## src/bnl_pkg.sv

```systemverilog
// ----------------------------------------------------------------------------
// bnl_pkg: shared types and constants of the backoff notify limiter
// Field widths, status and register codes, and the structs that pass
// configuration, check items, state and results between modules.
// ----------------------------------------------------------------------------
`timescale 1ns / 1ps

package bnl_pkg;

  localparam int unsigned TIME_WIDTH  = 48;
  localparam int unsigned COUNT_WIDTH = 8;
  localparam int unsigned HOUR_WIDTH  = 5;
  localparam int unsigned CAP_WIDTH   = 8;
  localparam int unsigned DATA_WIDTH  = 64;
  localparam int unsigned ADDR_WIDTH  = 6;
  localparam int unsigned IDX_WIDTH   = 3;

  localparam logic [TIME_WIDTH-1:0]  TIME_MAX  = '1;
  localparam logic [COUNT_WIDTH-1:0] COUNT_MAX = '1;

  // Reset values of the configuration registers
  localparam logic [TIME_WIDTH-1:0] START_INTERVAL_RST   = TIME_WIDTH'(1000);
  localparam logic [CAP_WIDTH-1:0]  MAX_PER_PERIOD_RST   = CAP_WIDTH'(8);
  localparam logic [HOUR_WIDTH-1:0] NIGHT_START_HOUR_RST = HOUR_WIDTH'(22);
  localparam logic [HOUR_WIDTH-1:0] NIGHT_END_HOUR_RST   = HOUR_WIDTH'(7);
  localparam logic [CAP_WIDTH-1:0]  MAX_NIGHT_RST        = CAP_WIDTH'(1);

  typedef enum logic [1:0] {
    ST_SENT       = 2'd0,
    ST_PERIOD_CAP = 2'd1,
    ST_NIGHT_CAP  = 2'd2,
    ST_NOT_DUE    = 2'd3
  } status_e;

  typedef enum logic [IDX_WIDTH-1:0] {
    REG_START_INTERVAL   = 3'd0,
    REG_MAX_PER_PERIOD   = 3'd1,
    REG_NIGHT_START_HOUR = 3'd2,
    REG_NIGHT_END_HOUR   = 3'd3,
    REG_MAX_NIGHT        = 3'd4
  } reg_idx_e;

  typedef struct packed {
    logic [TIME_WIDTH-1:0] start_interval;
    logic [CAP_WIDTH-1:0]  max_per_period;
    logic [HOUR_WIDTH-1:0] night_start_hour;
    logic [HOUR_WIDTH-1:0] night_end_hour;
    logic [CAP_WIDTH-1:0]  max_night;
  } cfg_t;

  typedef struct packed {
    logic                  new_period;
    logic [TIME_WIDTH-1:0] now_ticks;
    logic [HOUR_WIDTH-1:0] hour_of_day;
  } item_t;

  typedef struct packed {
    logic [TIME_WIDTH-1:0]  interval_now;
    logic [TIME_WIDTH-1:0]  last_fire_time;
    logic [COUNT_WIDTH-1:0] period_count;
    logic [COUNT_WIDTH-1:0] night_count;
  } state_t;

  typedef struct packed {
    logic                  fire;
    status_e               status;
    logic [TIME_WIDTH-1:0] current_interval;
  } result_t;

endpackage

```

## src/bnl_decide.sv

```systemverilog
// ----------------------------------------------------------------------------
// bnl_decide: per-check decision logic
// From the held check beat, the limiter state and the configuration, decide
// whether a notification fires and produce the next state and the result.
// ----------------------------------------------------------------------------
`timescale 1ns / 1ps

module bnl_decide (
  input  bnl_pkg::cfg_t    cfg_i,
  input  bnl_pkg::item_t   item_i,
  input  bnl_pkg::state_t  state_i,
  output bnl_pkg::state_t  state_o,
  output bnl_pkg::result_t result_o
);
  import bnl_pkg::*;

  logic [TIME_WIDTH-1:0]  interval_base;
  logic [COUNT_WIDTH-1:0] period_base;
  logic [TIME_WIDTH-1:0]  since;
  logic [TIME_WIDTH-1:0]  interval_dbl;
  logic                   night;
  logic                   wraps;
  logic                   due;

  // Restart the backoff on a new period
  assign interval_base = item_i.new_period ? cfg_i.start_interval : state_i.interval_now;
  assign period_base   = item_i.new_period ? '0 : state_i.period_count;

  // Night window, wrapping past midnight when start is after end
  assign wraps = cfg_i.night_start_hour > cfg_i.night_end_hour;
  assign night = wraps
      ? ((item_i.hour_of_day >= cfg_i.night_start_hour) ||
         (item_i.hour_of_day <= cfg_i.night_end_hour))
      : ((item_i.hour_of_day >= cfg_i.night_start_hour) &&
         (item_i.hour_of_day <= cfg_i.night_end_hour));

  // Wrapping elapsed time and saturating doubling
  assign since        = item_i.now_ticks - state_i.last_fire_time;
  assign due          = (since >= interval_base) || item_i.new_period;
  assign interval_dbl = interval_base[TIME_WIDTH-1] ? TIME_MAX
                                                    : {interval_base[TIME_WIDTH-2:0], 1'b0};

  // Pick status and next state
  always_comb begin
    state_o              = state_i;
    state_o.interval_now = interval_base;
    state_o.period_count = period_base;
    result_o.status      = ST_NOT_DUE;
    if (COUNT_WIDTH'(cfg_i.max_per_period) <= period_base) begin
      result_o.status = ST_PERIOD_CAP;
    end else if (night && (COUNT_WIDTH'(cfg_i.max_night) <= state_i.night_count)) begin
      result_o.status = ST_NIGHT_CAP;
    end else begin
      if (!night) begin
        state_o.night_count = '0;
      end
      if (due) begin
        result_o.status        = ST_SENT;
        state_o.interval_now   = interval_dbl;
        state_o.last_fire_time = item_i.now_ticks;
        state_o.period_count   = (period_base == COUNT_MAX) ? COUNT_MAX
                                                            : period_base + 1'b1;
        if (night) begin
          state_o.night_count = (state_i.night_count == COUNT_MAX) ? COUNT_MAX
                                : state_i.night_count + 1'b1;
        end
      end
    end
    result_o.fire             = (result_o.status == ST_SENT);
    result_o.current_interval = state_o.interval_now;
  end

endmodule

```

## src/backoff_notify_limiter.sv

```systemverilog
// ----------------------------------------------------------------------------
// backoff_notify_limiter: exponential backoff notify limiter with quiet hours
// An accepted check beat passes the input register, then the decision logic
// into the result register. Throughput: one check per cycle unless
// out_ready_i stalls the result register; the limiter state updates in the
// same cycle the held beat moves into the result register.
// Reset: asynchronous, active low; clears the pipeline valids, loads the
// register defaults and sets the interval to the default start interval.
// ----------------------------------------------------------------------------
`timescale 1ns / 1ps

module backoff_notify_limiter (
  input  logic                               clk_i,
  input  logic                               rst_ni,
  // APB configuration port
  input  logic                               psel,
  input  logic                               penable,
  input  logic                               pwrite,
  input  logic [bnl_pkg::ADDR_WIDTH-1:0]     paddr,
  input  logic [bnl_pkg::DATA_WIDTH-1:0]     pwdata,
  output logic [bnl_pkg::DATA_WIDTH-1:0]     prdata,
  output logic                               pready,
  // Check channel
  input  logic                               in_valid_i,
  output logic                               in_ready_o,
  input  logic                               new_period_i,
  input  logic [bnl_pkg::TIME_WIDTH-1:0]     now_ticks_i,
  input  logic [bnl_pkg::HOUR_WIDTH-1:0]     hour_of_day_i,
  // Result channel
  output logic                               out_valid_o,
  input  logic                               out_ready_i,
  output logic                               fire_o,
  output logic [1:0]                         status_o,
  output logic [bnl_pkg::TIME_WIDTH-1:0]     current_interval_o
);
  import bnl_pkg::*;

  cfg_t     cfg_q;
  item_t    item_q;
  logic     item_valid_q;
  state_t   state_q;
  state_t   state_d;
  result_t  res_d;
  result_t  res_q;
  logic     out_valid_q;
  logic     advance;
  logic     load_in;
  logic     cfg_wr;
  reg_idx_e cfg_idx;

  // Configuration writes and reads
  assign pready  = 1'b1;
  assign cfg_wr  = psel && penable && pwrite && pready;
  assign cfg_idx = reg_idx_e'(paddr[ADDR_WIDTH-1:ADDR_WIDTH-IDX_WIDTH]);

  always_ff @(posedge clk_i or negedge rst_ni) begin
    if (!rst_ni) begin
      cfg_q.start_interval   <= START_INTERVAL_RST;
      cfg_q.max_per_period   <= MAX_PER_PERIOD_RST;
      cfg_q.night_start_hour <= NIGHT_START_HOUR_RST;
      cfg_q.night_end_hour   <= NIGHT_END_HOUR_RST;
      cfg_q.max_night        <= MAX_NIGHT_RST;
    end else if (cfg_wr) begin
      unique case (cfg_idx)
        REG_START_INTERVAL:   cfg_q.start_interval   <= pwdata[TIME_WIDTH-1:0];
        REG_MAX_PER_PERIOD:   cfg_q.max_per_period   <= pwdata[CAP_WIDTH-1:0];
        REG_NIGHT_START_HOUR: cfg_q.night_start_hour <= pwdata[HOUR_WIDTH-1:0];
        REG_NIGHT_END_HOUR:   cfg_q.night_end_hour   <= pwdata[HOUR_WIDTH-1:0];
        REG_MAX_NIGHT:        cfg_q.max_night        <= pwdata[CAP_WIDTH-1:0];
        default: ;
      endcase
    end
  end

  always_comb begin
    prdata = '0;
    unique case (cfg_idx)
      REG_START_INTERVAL:   prdata = DATA_WIDTH'(cfg_q.start_interval);
      REG_MAX_PER_PERIOD:   prdata = DATA_WIDTH'(cfg_q.max_per_period);
      REG_NIGHT_START_HOUR: prdata = DATA_WIDTH'(cfg_q.night_start_hour);
      REG_NIGHT_END_HOUR:   prdata = DATA_WIDTH'(cfg_q.night_end_hour);
      REG_MAX_NIGHT:        prdata = DATA_WIDTH'(cfg_q.max_night);
      default:              prdata = '0;
    endcase
  end

  // Pipeline flow: hold a beat while the result register is blocked
  assign advance    = item_valid_q && (!out_valid_q || out_ready_i);
  assign in_ready_o = !item_valid_q || advance;
  assign load_in    = in_valid_i && in_ready_o;

  // Input register
  always_ff @(posedge clk_i or negedge rst_ni) begin
    if (!rst_ni) begin
      item_valid_q <= 1'b0;
    end else if (in_ready_o) begin
      item_valid_q <= in_valid_i;
    end
  end

  always_ff @(posedge clk_i) begin
    if (load_in) begin
      item_q.new_period  <= new_period_i;
      item_q.now_ticks   <= now_ticks_i;
      item_q.hour_of_day <= hour_of_day_i;
    end
  end

  bnl_decide u_decide (
    .cfg_i    (cfg_q),
    .item_i   (item_q),
    .state_i  (state_q),
    .state_o  (state_d),
    .result_o (res_d)
  );

  // Limiter state advances with each beat that leaves the input register
  always_ff @(posedge clk_i or negedge rst_ni) begin
    if (!rst_ni) begin
      state_q.interval_now   <= START_INTERVAL_RST;
      state_q.last_fire_time <= '0;
      state_q.period_count   <= '0;
      state_q.night_count    <= '0;
    end else if (advance) begin
      state_q <= state_d;
    end
  end

  // Result register
  always_ff @(posedge clk_i or negedge rst_ni) begin
    if (!rst_ni) begin
      out_valid_q <= 1'b0;
    end else if (advance) begin
      out_valid_q <= 1'b1;
    end else if (out_ready_i) begin
      out_valid_q <= 1'b0;
    end
  end

  always_ff @(posedge clk_i) begin
    if (advance) begin
      res_q <= res_d;
    end
  end

  assign out_valid_o        = out_valid_q;
  assign fire_o             = res_q.fire;
  assign status_o           = res_q.status;
  assign current_interval_o = res_q.current_interval;

  // Fire flag agrees with the sent status
  assert property (@(posedge clk_i) disable iff (!rst_ni)
    out_valid_q |-> (res_q.fire == (res_q.status == ST_SENT)))
    else $error("fire flag disagrees with status");

  // Reported interval is the interval the state keeps
  assert property (@(posedge clk_i) disable iff (!rst_ni)
    advance |=> (res_q.current_interval == state_q.interval_now))
    else $error("reported interval differs from state");

  // A sent beat records its time
  assert property (@(posedge clk_i) disable iff (!rst_ni)
    (advance && (res_d.status == ST_SENT)) |=>
      (state_q.last_fire_time == $past(item_q.now_ticks)))
    else $error("last fire time not recorded");

  // Suppressed beats without a new period leave the interval alone
  assert property (@(posedge clk_i) disable iff (!rst_ni)
    (advance && !item_q.new_period && (res_d.status != ST_SENT)) |=>
      (state_q.interval_now == $past(state_q.interval_now)))
    else $error("interval changed without firing");

  // No new result without a held beat
  assert property (@(posedge clk_i) disable iff (!rst_ni)
    (!item_valid_q && !out_valid_q) |=> !out_valid_q)
    else $error("result appeared without a check");

endmodule
```

## config.mk

```make
export PLATFORM = sky130hd
export DESIGN_NAME = backoff_notify_limiter
export DESIGN_NICKNAME = d
export VERILOG_FILES = /design/src/bnl_pkg.sv /design/src/bnl_decide.sv /design/src/backoff_notify_limiter.sv
export SDC_FILE = /design/constraint.sdc
export NUM_CORES = 1
export LEC_CHECK = 0
export BUFFER_PORTS_ARGS = -buffer_cell sky130_fd_sc_hd__buf_2
export CORE_ASPECT_RATIO = 0.75
export CORE_UTILIZATION = 46
export DETAILED_ROUTE_END_ITERATION = 12
export GPL_ROUTABILITY_DRIVEN = 0
export PLACE_DENSITY = 0.69
export SLEW_MARGIN = 10
export SYNTH_ARGS = -nofsm -noshare
export SYNTH_HDL_FRONTEND = slang
export SYNTH_SLANG_ARGS = --single-unit
```

## constraint.sdc

```tcl
create_clock -name clk_i -period 4.45 [get_ports clk_i]
set_input_delay 0.89 -clock clk_i [delete_from_list [all_inputs] [get_ports clk_i]]
set_output_delay 0.89 -clock clk_i [all_outputs]
set_load 0.01 [all_outputs]
```

==> summary.txt, run 1 <==
Global route
  • Global Route Usage Sum: 25.2%
  • Vias in the first global route: 13610
  • Initial antenna violation count: 1
  • Global-route wire length before repair: 73.8 mm
  • Global route overflow: 0
  • Pin count of the biggest net entering global routing: 125

Routing
  • Drt first-iter violations: 1047
  • Via count: approximately 14000
  • Wirelength per Cell: 19.7 um
  • Antenna-violating nets left: 0
  • DR pass1 iterations: 5
  • DRC violation count after routing: 0
  • Via density per instance: 5.57
  • Final WL: 48.5 mm

Die
  • Die width: 222 um
  • Io pins: 249
  • Core area: 0.0351 mm^2
  • Num rows: 59
  • Total die area: 0.0370 mm^2
  • Die height: 167 um
  • Starting Density: between 40% and 50%

CTS
  • Clock Sinks: 293
  • Worst-path clk slew: 0.07 ns
  • Max H-tree Level: 1
  • Maximum root-to-sink buffer count: 3
  • Total CTS buffers: 30
  • Clock Root Buffer: clkbuf_16
  • Clk_lat worst skew: 0.58 ns
  • CTS tree: yes

Timing
  • Setup Skew: 0.0183 ns
  • Least-Margin Pin Slew: 1.10 ns
  • RSZ-0062 raised after global routing: yes
  • Final WS setup: -0.776 ns
  • Max-slew violation count: 0
  • Final Hold Violating Endpoints: 0
  • Final setup fails: 163
  • Tcrit/Tclk final: 117%
  • Top achievable clock speed: between 150 and 200 MHz
  • Setup TNS: -108.25 ns
  • Slew headroom: 26.4%
  • WHS: 0.455 ns
  • Post-layout min period: ~5.2 ns

Layout
  • ANT cells: 0
  • Final Non-Filler Cells: 2462
  • Area grow syn2layout: 34.3%
  • Final #Nets: 2242
  • Layout cells sized above 1: 40.4%

Logic synthesis
  • Simple-gate share of the synthesized area: 11.6%
  • Post-synth cell types: 75
  • Post-Syn Instances: 1590
  • Count leader, synth: dfrtp_1
  • Post-Syn Area: ~0.017 mm^2
  • EDFF count, synth: between 100 and 150
  • Mean Syn Cell Area: 10.5 um^2
  • Synth area leader: dfrtp_1
  • Post-synth top cells: dfrtp_1 (168), nand2_1 (166), a21oi_1 (130), ha_1 (128), mux2_2 (115)
  • Main flop type after synthesis: dfrtp_1
  • YS warnings: 0
  • Main combinational cell family by area after synthesis: compound AO/OA/AOI/OAI gates
  • Post-synth top area share: 25.2%
  • Compound-gate portion of the synthesized area: 13.3%
  • Synth area leaders: dfrtp_1 (25%), edfxtp_1 (19%), ha_1 (9.6%)
  • Xor/xnor share of the synthesized area: about 2.4%
  • Post-synth ARST share: about 64%
  • Post-synthesis adder-cell area fraction: 9.80%
  • Multiplexer share of the synthesized area: 10.9%
  • #FFs+latches synth: 293
  • Part of the Yosys area used for sequential elements: 47.3%

Placed design
  • Port Buffers: 212
  • Setup WS pre-CTS: -0.903 ns
  • Post-DP HPWL: 32.0 mm
  • DP Cell Count: approximately 2400

Critical path
  • CP endpoint kind: flop
  • Reg-to-reg endpoint: state_q[85]
  • FF-to-FF setup slack: -0.78 ns
  • Crit Path Category: reg -> reg
  • Arr. time, crit path: 5.68 ns
  • Critical path required time: 4.91 ns
  • Length in cells of the worst reg-to-reg path: 26
  • Crit-path max FO: 5
  • Crit start category: flop
  • Reg2reg start: item_q[27]

Flow run
  • Count of max-cap constraint violations: 0

Power
  • Seq pwr share: 24.4%
  • Power Density: 787 mW/mm^2
  • Tot Pwr: between 15 and 20 mW
  • Switch share: about 40%
  • Pint: ~11 mW
  • Clk pwr share: 15.0%
  • Comb pwr share: around three fifths
  • LEAKAGE: about 10 nW
  • Worst IR Drop VDD: about 0.36 mV
  • Psw: 7.07 mW

Worst hold path
  • HP Class: in -> async

Outcome
  • Failing checks: setup timing
  • Status: finished, violations left
-- layout by cell type, fill, tap and decap left out, types with 19 or more instances in the layout --
| master | n |
|---|---|
| buf_2 | 211 |
| dfrtp_1 | 168 |
| buf_4 | 159 |
| nand2_1 | 138 |
| ha_1 | 116 |
| edfxtp_1 | 105 |
| inv_1 | 92 |
| a21oi_1 | 80 |
| mux2_2 | 80 |
| o21ai_0 | 57 |
| mux2i_1 | 50 |
| a21oi_2 | 47 |
| nor2_1 | 46 |
| and2_1 | 43 |
| nor2_4 | 41 |
| mux2_4 | 36 |
| a21o_1 | 34 |
| clkbuf_16 | 34 |
| o21ai_2 | 26 |
| xnor2_1 | 26 |
| o21ai_1 | 23 |
| nand4_1 | 20 |
| dfstp_2 | 20 |
| buf_12 | 20 |
| nand2_2 | 19 |
-- worst max-delay path by stage --
stage | start | end | slack (ns) | cells after the start
after floorplan | item_q[20] | state_q[12] | 0.003 | 20
after global placement | item_q[25] | state_q[4] | -0.84 | 25
after detailed placement | item_q[27] | state_q[2] | -0.90 | 25
after CTS | item_q[16] | state_q[84] | -0.75 | 25
after global routing | item_q[27] | state_q[55] | -0.92 | 26
final | item_q[27] | state_q[85] | -0.78 | 26
-- cell type report --
| type | instances | area (um^2) |
|---|---|---|
| Inverter | 93 | 352 |
| Tap cell | 457 | 572 |
| Clock inverter | 21 | 230 |
| Timing Repair Buffer | 422 | 3210 |
| Sequential cell | 293 | 7880 |
| Fill cell | 2764 | 12800 |
| Multi-Input combinational cell | 1142 | 9340 |
| Clock buffer | 34 | 787 |
-- power by group through the flow --
stage | combinational [mW] | sequential [mW] | clock, mW
6_report | 10.7 | 4.30 | 2.65
5_1_grt | 11.5 | 4.38 | 2.80
3_3_place_gp | 7.61 | 4.29 | 0
4_1_cts | 9.40 | 4.28 | 2.69
2_1_floorplan | 5.09 | 4.28 | 0
3_5_place_dp | 7.90 | 4.32 | 0
-- cells by family after synthesis --
logic type      after synthesis
simple gates                414
compound gates              368
flops                       293
buf+inv                     170
mux                         167
fa+ha+maj                   130
xor+xnor                     46
other cells                   2
-- worst max-delay path, stage by stage (launching register included) --
cell and delay (ns):
edfxtp_1 0.45, ha_4 0.32, nand4_1 0.19, nor4_4 0.40
nand2_2 0.13, a31oi_4 0.21, nor3_4 0.08, a211oi_4 0.29
buf_4 0.17, o211ai_1 0.10, buf_4 0.17, a21oi_4 0.14
a31oi_2 0.12, xnor2_1 0.14, ha_1 0.30, nand4_1 0.10
or2_1 0.27, o311a_1 0.32, nand2_2 0.09, nand2_2 0.07
a2bb2oi_4 0.17, buf_12 0.14, buf_12 0.14, clkbuf_16 0.17
nor2_4 0.08, a21oi_2 0.05, mux2_4 0.29
-- layer usage --
layer | share of wire [%] | vias up | GRT usage (%)
met2 | 46 | 459 | 40.4
met1 | 46 | 6737 | 35.6
met3 | 5.4 | 86 | 4.30
met5 | 0.017 | - | 0
li1 | - | 6440 | -
met4 | 2.7 | 2 | 6.31
-- flip-flops by register name (all words and copies together) (netlist names) --
| name | flops |
|---|---|
| cfg_q | 74 |
| fire_o | 1 |
| item_valid_q | 1 |
| status_o | 2 |
| out_valid_o | 1 |
| item_q | 54 |
| state_q | 112 |
| current_interval_o | 48 |
-- what timing repair did --
action	CTS	global route
buffers inserted	24	15
gates resized for setup	188	194
endpoints found under the setup margin	163	163
hold buffers	0	0
pin swaps	50	74
cloned	13	3
-- per-stage QoR --
step | area (um^2) | utilization, %
final | 22400 | 63.7
after global routing | 22400 | 63.7
after CTS | 21600 | 61.4
after detailed placement | 19400 | 55.2
after global placement | 19400 | 55.2
after floorplan | 16800 | -
Power figures use the tool's default switching activity.
==> inputs of run 2 (changes only) <==
--- a/config.mk
+++ b/config.mk
@@ -11,6 +11,7 @@
 export DETAILED_ROUTE_END_ITERATION = 12
 export GPL_ROUTABILITY_DRIVEN = 0
 export PLACE_DENSITY = 0.69
+export RECOVER_POWER = 100
 export SLEW_MARGIN = 10
 export SYNTH_ARGS = -nofsm -noshare
 export SYNTH_HDL_FRONTEND = slang
==> run 2 against run 1 <==
Effect of this change:
- the flow finishes with violations (capacitance limit, slew limit, setup timing)
- total power decreased by 0.35%
- routed wire length about the same
- sequential power about the same
- count of clock-buffer cells in the layout unchanged
- flip-flop and latch count unchanged
- setup slack improved by 0.010 ns
- first-iteration DRC count decreased by 4.2%
==> summary.txt, run 2 (synthesis gave the netlist of run 1 again) <==
Outcome
  • Status: finished, violations left (unchanged)
  • Failing checks: capacitance limit, slew limit, setup timing (was setup timing)

Timing
  • WHS: 0.485 ns (was 0.455 ns)
  • Setup TNS: -106.67 ns (was -108.25 ns)
  • Final WS setup: -0.766 ns (was -0.776 ns)
  • Post-layout min period: 5.22 ns (was 5.23 ns)
  • Top achievable clock speed: 192 MHz (was 191 MHz)
  • Setup Skew: 0.0182 ns (was 0.0183 ns)
  • Least-Margin Pin Slew: 3.35 ns (was 1.10 ns)
  • Tcrit/Tclk final: 117% (about the same)
  • Final setup fails: 163 (unchanged)
  • Final Hold Violating Endpoints: 0 (unchanged)
  • Max-slew violation count: 201 (was 0)
  • Slew headroom: -123% (was 26.4%)
  • RSZ-0062 raised after global routing: yes (unchanged)

Critical path
  • Critical path required time: 4.91 ns (about the same)
  • FF-to-FF setup slack: -0.77 ns (was -0.78 ns)
  • Worst path bufs/invs: 5 (unchanged)
  • CP endpoint kind: flop (unchanged)
  • Reg-to-reg endpoint: state_q[85] (unchanged)
  • Reg2reg start: item_q[27] (unchanged)
  • Crit Path Category: reg -> reg (unchanged)
  • Length in cells of the worst reg-to-reg path: 26 (unchanged)
  • Arr. time, crit path: 5.67 ns (was 5.68 ns)
  • CP most frequent cell: nand2_2 (unchanged)
  • Cell family contributing the most delay on the critical path: simple AND/OR/NAND/NOR gates (unchanged)
  • Crit start category: flop (unchanged)
  • Crit-path max FO: 5 (unchanged)
  • Crit path largest cell delay: 0.45 ns (about the same)
  • Critical path's slowest cell: edfxtp_1 (unchanged)

Die
  • Die width: 222 um (unchanged)
  • Num rows: 59 (unchanged)
  • Die height: 167 um (unchanged)
  • Total die area: 0.0370 mm^2 (unchanged)
  • Io pins: 249 (unchanged)
  • Core area: 0.0351 mm^2 (unchanged)
  • Starting Density: 47.4% (unchanged)

CTS
  • Clock Sinks: 293 (unchanged)
  • Clk_lat worst skew: 0.58 ns (about the same)
  • CTS tree: yes (unchanged)
  • Total CTS buffers: 30 (unchanged)
  • Maximum root-to-sink buffer count: 3 (unchanged)
  • Max H-tree Level: 1 (unchanged)
  • Clock Root Buffer: clkbuf_16 (unchanged)
  • Worst-path clk slew: 0.06 ns (was 0.07 ns)

Layout
  • Layout cells sized above 1: 35.3% (was 40.4%)
  • Area grow syn2layout: 33.2% (was 34.3%)
  • Multi-input logic area: 0.00932 mm^2 (was 0.00934 mm^2)
  • Commonest cells after routing, fill and taps aside: dfrtp_1 (168), buf_4 (150), nand2_1 (138) (was buf_2 (211), dfrtp_1 (168), buf_4 (159))
  • Biggest register: state_q (unchanged)
  • Fillers: 2824 (was 2764)
  • Storage cell area: 0.00788 mm^2 (unchanged)
  • Biggest regs: state_q: 112 flops, cfg_q: 74 flops, item_q: 54 flops (unchanged)
  • Final #Nets: 2242 (unchanged)
  • Commonest non-fill, non-tap cell in the layout: dfrtp_1 (was buf_2)
  • Max reg flops: 112 (unchanged)
  • ANT cells: 0 (unchanged)

Flow run
  • Count of max-cap constraint violations: 4 (was 0)

Routing
  • Via density per instance: 5.56 (was 5.57)
  • Drt first-iter violations: 1003 (was 1047)
  • Wirelength per Cell: 19.7 um (about the same)
  • Antenna-violating nets left: 0 (unchanged)
  • Final WL: 48.5 mm (about the same)
  • Via count: 13697 (was 13724)
  • DR pass1 iterations: 5 (unchanged)
  • DRC violation count after routing: 0 (unchanged)

Power
  • Worst IR Drop VDD: 0.360 mV (was 0.361 mV)
  • Power Density: 791 mW/mm^2 (was 787 mW/mm^2)
  • LEAKAGE: 9.98 nW (was 10.3 nW)

Global route
  • Vias in the first global route: 13610 (unchanged)
  • Global Route Usage Sum: 25.2% (unchanged)
  • Global-route wire length before repair: 73.8 mm (unchanged)
  • Initial antenna violation count: 0 (was 1)
  • Global route overflow: 0 (unchanged)
  • Pin count of the biggest net entering global routing: 125 (unchanged)

Worst hold path
  • HP Class: reg -> reg (was in -> async)
  • WHS Endpoint: state_q[65]
  • Hold Path Depth: 2
  • Hold Crit Start: state_q[65]

Placed design
  • Port Buffers: 212 (unchanged)
  • Post-DP HPWL: 32.0 mm (unchanged)
run 2: cell types whose count changed in the layout (fill, tap and decap cells not counted), sizes merged:
| cell | before | now |
|---|---|---|
| buf | 418 | 316 |
| clkbuf | 38 | 140 |
run 2: through the flow:
step | setup WS [ns] | total power, mW | cells | util (%) | cell area, um^2
detailed placement | -0.903 | 12.2 | 2361 | 55.2 | 19400
global route | -0.921 | 18.6 | 2462 | 63.1 | 22200
CTS | -0.752 | 16.4 | 2453 | 61.4 | 21600
finish | -0.766 | 17.5 | 2462 | 63.1 | 22200
floorplan | 0.00279 | 9.37 | 1605 | - | 16800
global placement | -0.841 | 11.9 | 2361 | 55.2 | 19400
run 2: worst max-delay path by stage:
stage	depth (start not counted)	start	to	slack (ns)
finish	26	item_q[27]	state_q[85]	-0.77
global route	26	item_q[27]	state_q[55]	-0.92
CTS	25	item_q[16]	state_q[84]	-0.75
detailed placement	25	item_q[27]	state_q[2]	-0.90
global placement	25	item_q[25]	state_q[4]	-0.84
floorplan	20	item_q[20]	state_q[12]	0.003
run 2: final cells by class:
cell class / instances / share of cell area [%]
well taps: 457 / 2.58
multi-input cells: 1142 / 42.0
inverters: 93 / 1.58
repair buffers: 422 / 13.7
clock buffers: 34 / 3.55
clock inverters: 21 / 1.04
flip-flops and latches: 293 / 35.5
run 2: per-layer routing:
| metal | global-route usage [%] | routed length [um] | share of wire [%] | vias to the layer above |
|---|---|---|---|---|
| met3 | 4.30 | 2760 | 5.7 | 84 |
| met1 | 35.6 | 22000 | 45 | 6743 |
| li1 | - | - | - | 6441 |
| met2 | 40.4 | 22400 | 46 | 429 |
| met4 | 6.31 | 1360 | 2.8 | 0 |
| met5 | 0 | 0 | 0 | - |
run 2: tightest hold or removal path: cells and delay by family (launching register included):
kind / cells / cell delay [ns]
AND/OR/NAND/NOR: 2 / 0.10
flip-flops: 1 / 0.35
run 2: repair_timing:
action,in CTS,in global routing
pin swaps,50,74
endpoints found under the setup margin,163,163
buffers inserted,24,15
resized for setup,188,194
cloned,13,3
hold buffers,0,0
run 2: power breakdown:
group	total [mW]	switching (mW)	internal (mW)
combinational	10.6	5.52	5.06
clock	2.64	1.09	1.55
sequential	4.31	0.458	3.85
==> inputs of run 3 (changes only) <==
--- a/config.mk
+++ b/config.mk
@@ -6,11 +6,11 @@
 export NUM_CORES = 1
 export LEC_CHECK = 0
 export BUFFER_PORTS_ARGS = -buffer_cell sky130_fd_sc_hd__buf_2
-export CORE_ASPECT_RATIO = 0.75
+export CORE_ASPECT_RATIO = 0.7
 export CORE_UTILIZATION = 46
 export DETAILED_ROUTE_END_ITERATION = 12
 export GPL_ROUTABILITY_DRIVEN = 0
-export PLACE_DENSITY = 0.69
+export PLACE_DENSITY = 0.65
 export RECOVER_POWER = 100
 export SLEW_MARGIN = 10
 export SYNTH_ARGS = -nofsm -noshare
==> run 3 against run 2 <==
Effect of this change:
- the flow still finishes with violations (capacitance limit, slew limit, setup timing)
- cell count rose by 0.65%
- routed wire length fell by 1.7%
- global-route usage fell by 1.2 points
==> summary.txt, run 3 (synthesis gave the netlist of run 1 again) <==
Outcome
  • Failing checks: capacitance limit, slew limit, setup timing (unchanged)
  • Status: finished, violations left (unchanged)

Critical path
  • Crit start category: flop (unchanged)
  • Critical path's slowest cell: edfxtp_1 (unchanged)
  • Critical path required time: 4.93 ns (was 4.91 ns)
  • Length in cells of the worst reg-to-reg path: 26 (unchanged)
  • CP endpoint kind: flop (unchanged)
  • FF-to-FF setup slack: -0.71 ns (was -0.77 ns)
  • Reg2reg start: item_q[17] (was item_q[27])
  • Crit Path Category: reg -> reg (unchanged)
  • Crit path largest cell delay: 0.44 ns (was 0.45 ns)
  • Crit-path max FO: 8 (was 5)
  • CP most frequent cell: buf_12 (was nand2_2)
  • Reg-to-reg endpoint: state_q[10] (was state_q[85])
  • Arr. time, crit path: 5.64 ns (was 5.67 ns)

Die
  • Io pins: 249 (unchanged)
  • Die width: 229 um (was 222 um)
  • Num rows: 57 (was 59)
  • Total die area: 0.0370 mm^2 (about the same)
  • Core area: 0.0352 mm^2 (was 0.0351 mm^2)
  • Starting Density: 47.4% (about the same)
  • Die height: 161 um (was 167 um)

CTS
  • Maximum root-to-sink buffer count: 3 (unchanged)
  • Clk_lat worst skew: 0.60 ns (was 0.58 ns)
  • Worst-path clk slew: 0.06 ns (about the same)
  • Clock Root Buffer: clkbuf_16 (unchanged)
  • Max H-tree Level: 1 (unchanged)
  • Clock Sinks: 293 (unchanged)
  • Total CTS buffers: 30 (unchanged)
  • Post-CTS Hold Fix Bufs: 0 (unchanged)
  • CTS tree: yes (unchanged)

Routing
  • Final WL: 47.7 mm (was 48.5 mm)
  • DRC violation count after routing: 0 (unchanged)
  • Drt first-iter violations: 900 (was 1003)
  • Via count: 13409 (was 13697)
  • Antenna-violating nets left: 0 (unchanged)
  • Wirelength per Cell: 19.2 um (was 19.7 um)
  • Via density per instance: 5.41 (was 5.56)
  • DR pass1 iterations: 5 (unchanged)

Placed design
  • Post-DP HPWL: 31.8 mm (was 32.0 mm)
  • Port Buffers: 212 (unchanged)
  • Setup WS pre-CTS: -0.707 ns (was -0.903 ns)

Timing
  • Setup TNS: -93.30 ns (was -106.67 ns)
  • Slew headroom: -57.9% (was -123%)
  • Top achievable clock speed: 194 MHz (was 192 MHz)
  • Setup Skew: 0.0228 ns (was 0.0182 ns)
  • Post-layout min period: 5.16 ns (was 5.22 ns)
  • Final WS setup: -0.712 ns (was -0.766 ns)
  • Least-Margin Pin Slew: 2.37 ns (was 3.35 ns)
  • Final setup fails: 163 (unchanged)
  • Max-slew violation count: 172 (was 201)
  • Tcrit/Tclk final: 116% (was 117%)
  • RSZ-0062 raised after global routing: yes (unchanged)
  • Final Hold Violating Endpoints: 0 (unchanged)

Global route
  • Global Route Usage Sum: 24.0% (was 25.2%)
  • Global-route wire length before repair: 70.3 mm (was 73.8 mm)
  • Initial antenna violation count: 1 (was 0)
  • Global route overflow: 0 (unchanged)
  • Pin count of the biggest net entering global routing: 85 (was 125)
  • Vias in the first global route: 12963 (was 13610)

Power
  • LEAKAGE: 10.2 nW (was 9.98 nW)
  • Power Density: 776 mW/mm^2 (was 791 mW/mm^2)
  • Worst IR Drop VDD: 0.410 mV (was 0.360 mV)

Layout
  • Commonest cells after routing, fill and taps aside: buf_2 (191), buf_4 (169), dfrtp_1 (168) (was dfrtp_1 (168), buf_4 (150), nand2_1 (138))
  • Area grow syn2layout: 32.6% (was 33.2%)
  • Final #Nets: 2241 (was 2242)
  • Biggest register: state_q (unchanged)
  • Biggest regs: state_q: 112 flops, cfg_q: 74 flops, item_q: 54 flops (unchanged)
  • Max reg flops: 112 (unchanged)
  • Commonest non-fill, non-tap cell in the layout: buf_2 (was dfrtp_1)
  • Layout cells sized above 1: 38.3% (was 35.3%)

Worst hold path
  • Hold Path Depth: 1 (was 2)
  • Hold Crit Start: now_ticks_i[37] (was state_q[65])
  • WHS Endpoint: item_q[42] (was state_q[65])
  • HP Class: in -> reg (was reg -> reg)

Flow run
  • Count of max-cap constraint violations: 3 (was 4)
run 3: changes by cell type in the layout (fill, tap and decap cells not counted), moves of 7 or more:
| cell | previous run | this run |
|---|---|---|
| nand2_1 | 138 | 145 |
| and2_1 | 31 | 43 |
| buf_2 | 119 | 191 |
| buf_4 | 150 | 169 |
| nand2_2 | 19 | 11 |
| o21ai_2 | 26 | 18 |
| clkbuf_16 | 34 | 41 |
| buf_6 | 14 | 5 |
| and2_0 | 13 | 1 |
| clkbuf_1 | 102 | 25 |
| o21ai_0 | 57 | 67 |
| nor2_4 | 41 | 30 |
| buf_12 | 19 | 10 |
run 3: worst max-delay path, delay by kind of cell (launching register included):
kind / cells / cell delay (ns)
compound gates: 12 / 2.38
flops: 1 / 0.44
xor+xnor: 1 / 0.34
buf+inv: 6 / 0.84
fa+ha+maj: 2 / 0.62
simple gates: 5 / 0.46
run 3: through the flow:
stage / util (%) / power (mW) / cells / hold slack [ns] / instance area (um^2)
floorplan: - / 9.37 / 1605 / 0.442 / 16800
global placement: 55.1 / 12.0 / 2371 / 0.456 / 19400
detailed placement: 55.1 / 12.2 / 2371 / 0.469 / 19400
CTS: 59.6 / 15.5 / 2447 / 0.383 / 20900
global route: 62.8 / 18.3 / 2478 / 0.450 / 22100
finish: 62.8 / 17.1 / 2478 / 0.466 / 22100
run 3: power by group:
| group | total [mW] | internal (mW) | switching (mW) |
|---|---|---|---|
| clock network | 2.64 | 1.52 | 1.12 |
| logic | 10.2 | 4.89 | 5.33 |
| registers | 4.29 | 3.85 | 0.442 |
run 3: final cells by class:
type / instances / area, um^2
inverters: 93 / 352
well taps: 472 / 591
flip-flops and latches: 293 / 7880
repair buffers: 421 / 3070
fillers: 2814 / 13100
diodes: 1 / 2.50
multi-input cells: 1142 / 9160
clock inverters: 16 / 186
clock buffers: 40 / 848
run 3: worst max-delay path by stage:
stage | depth (start not counted) | endpoint | startpoint | slack [ns]
after detailed placement | 24 | state_q[64] | item_q[25] | -0.71
after global routing | 26 | state_q[6] | item_q[27] | -0.95
final | 26 | state_q[10] | item_q[17] | -0.71
after floorplan | 20 | state_q[12] | item_q[20] | 0.003
after global placement | 23 | state_q[64] | item_q[19] | -0.66
after CTS | 23 | state_q[64] | item_q[18] | -0.49
run 3: metal layers:
layer | vias up | global-route usage (%) | wire [um]
li1 | 6441 | - | -
met2 | 323 | 36.8 | 21200
met4 | 0 | 5.48 | 1010
met3 | 58 | 3.51 | 2320
met1 | 6587 | 35.8 | 23100
met5 | - | 0 | 0
run 3: repair_timing:
| action | in CTS | in global routing |
|---|---|---|
| setup endpoints to repair | 163 | 163 |
| setup buffers | 17 | 17 |
| endpoints found under the hold margin | 0 | 0 |
| gates resized for setup | 78 | 210 |
| pin swaps | 41 | 61 |
| cloned | 3 | 14 |
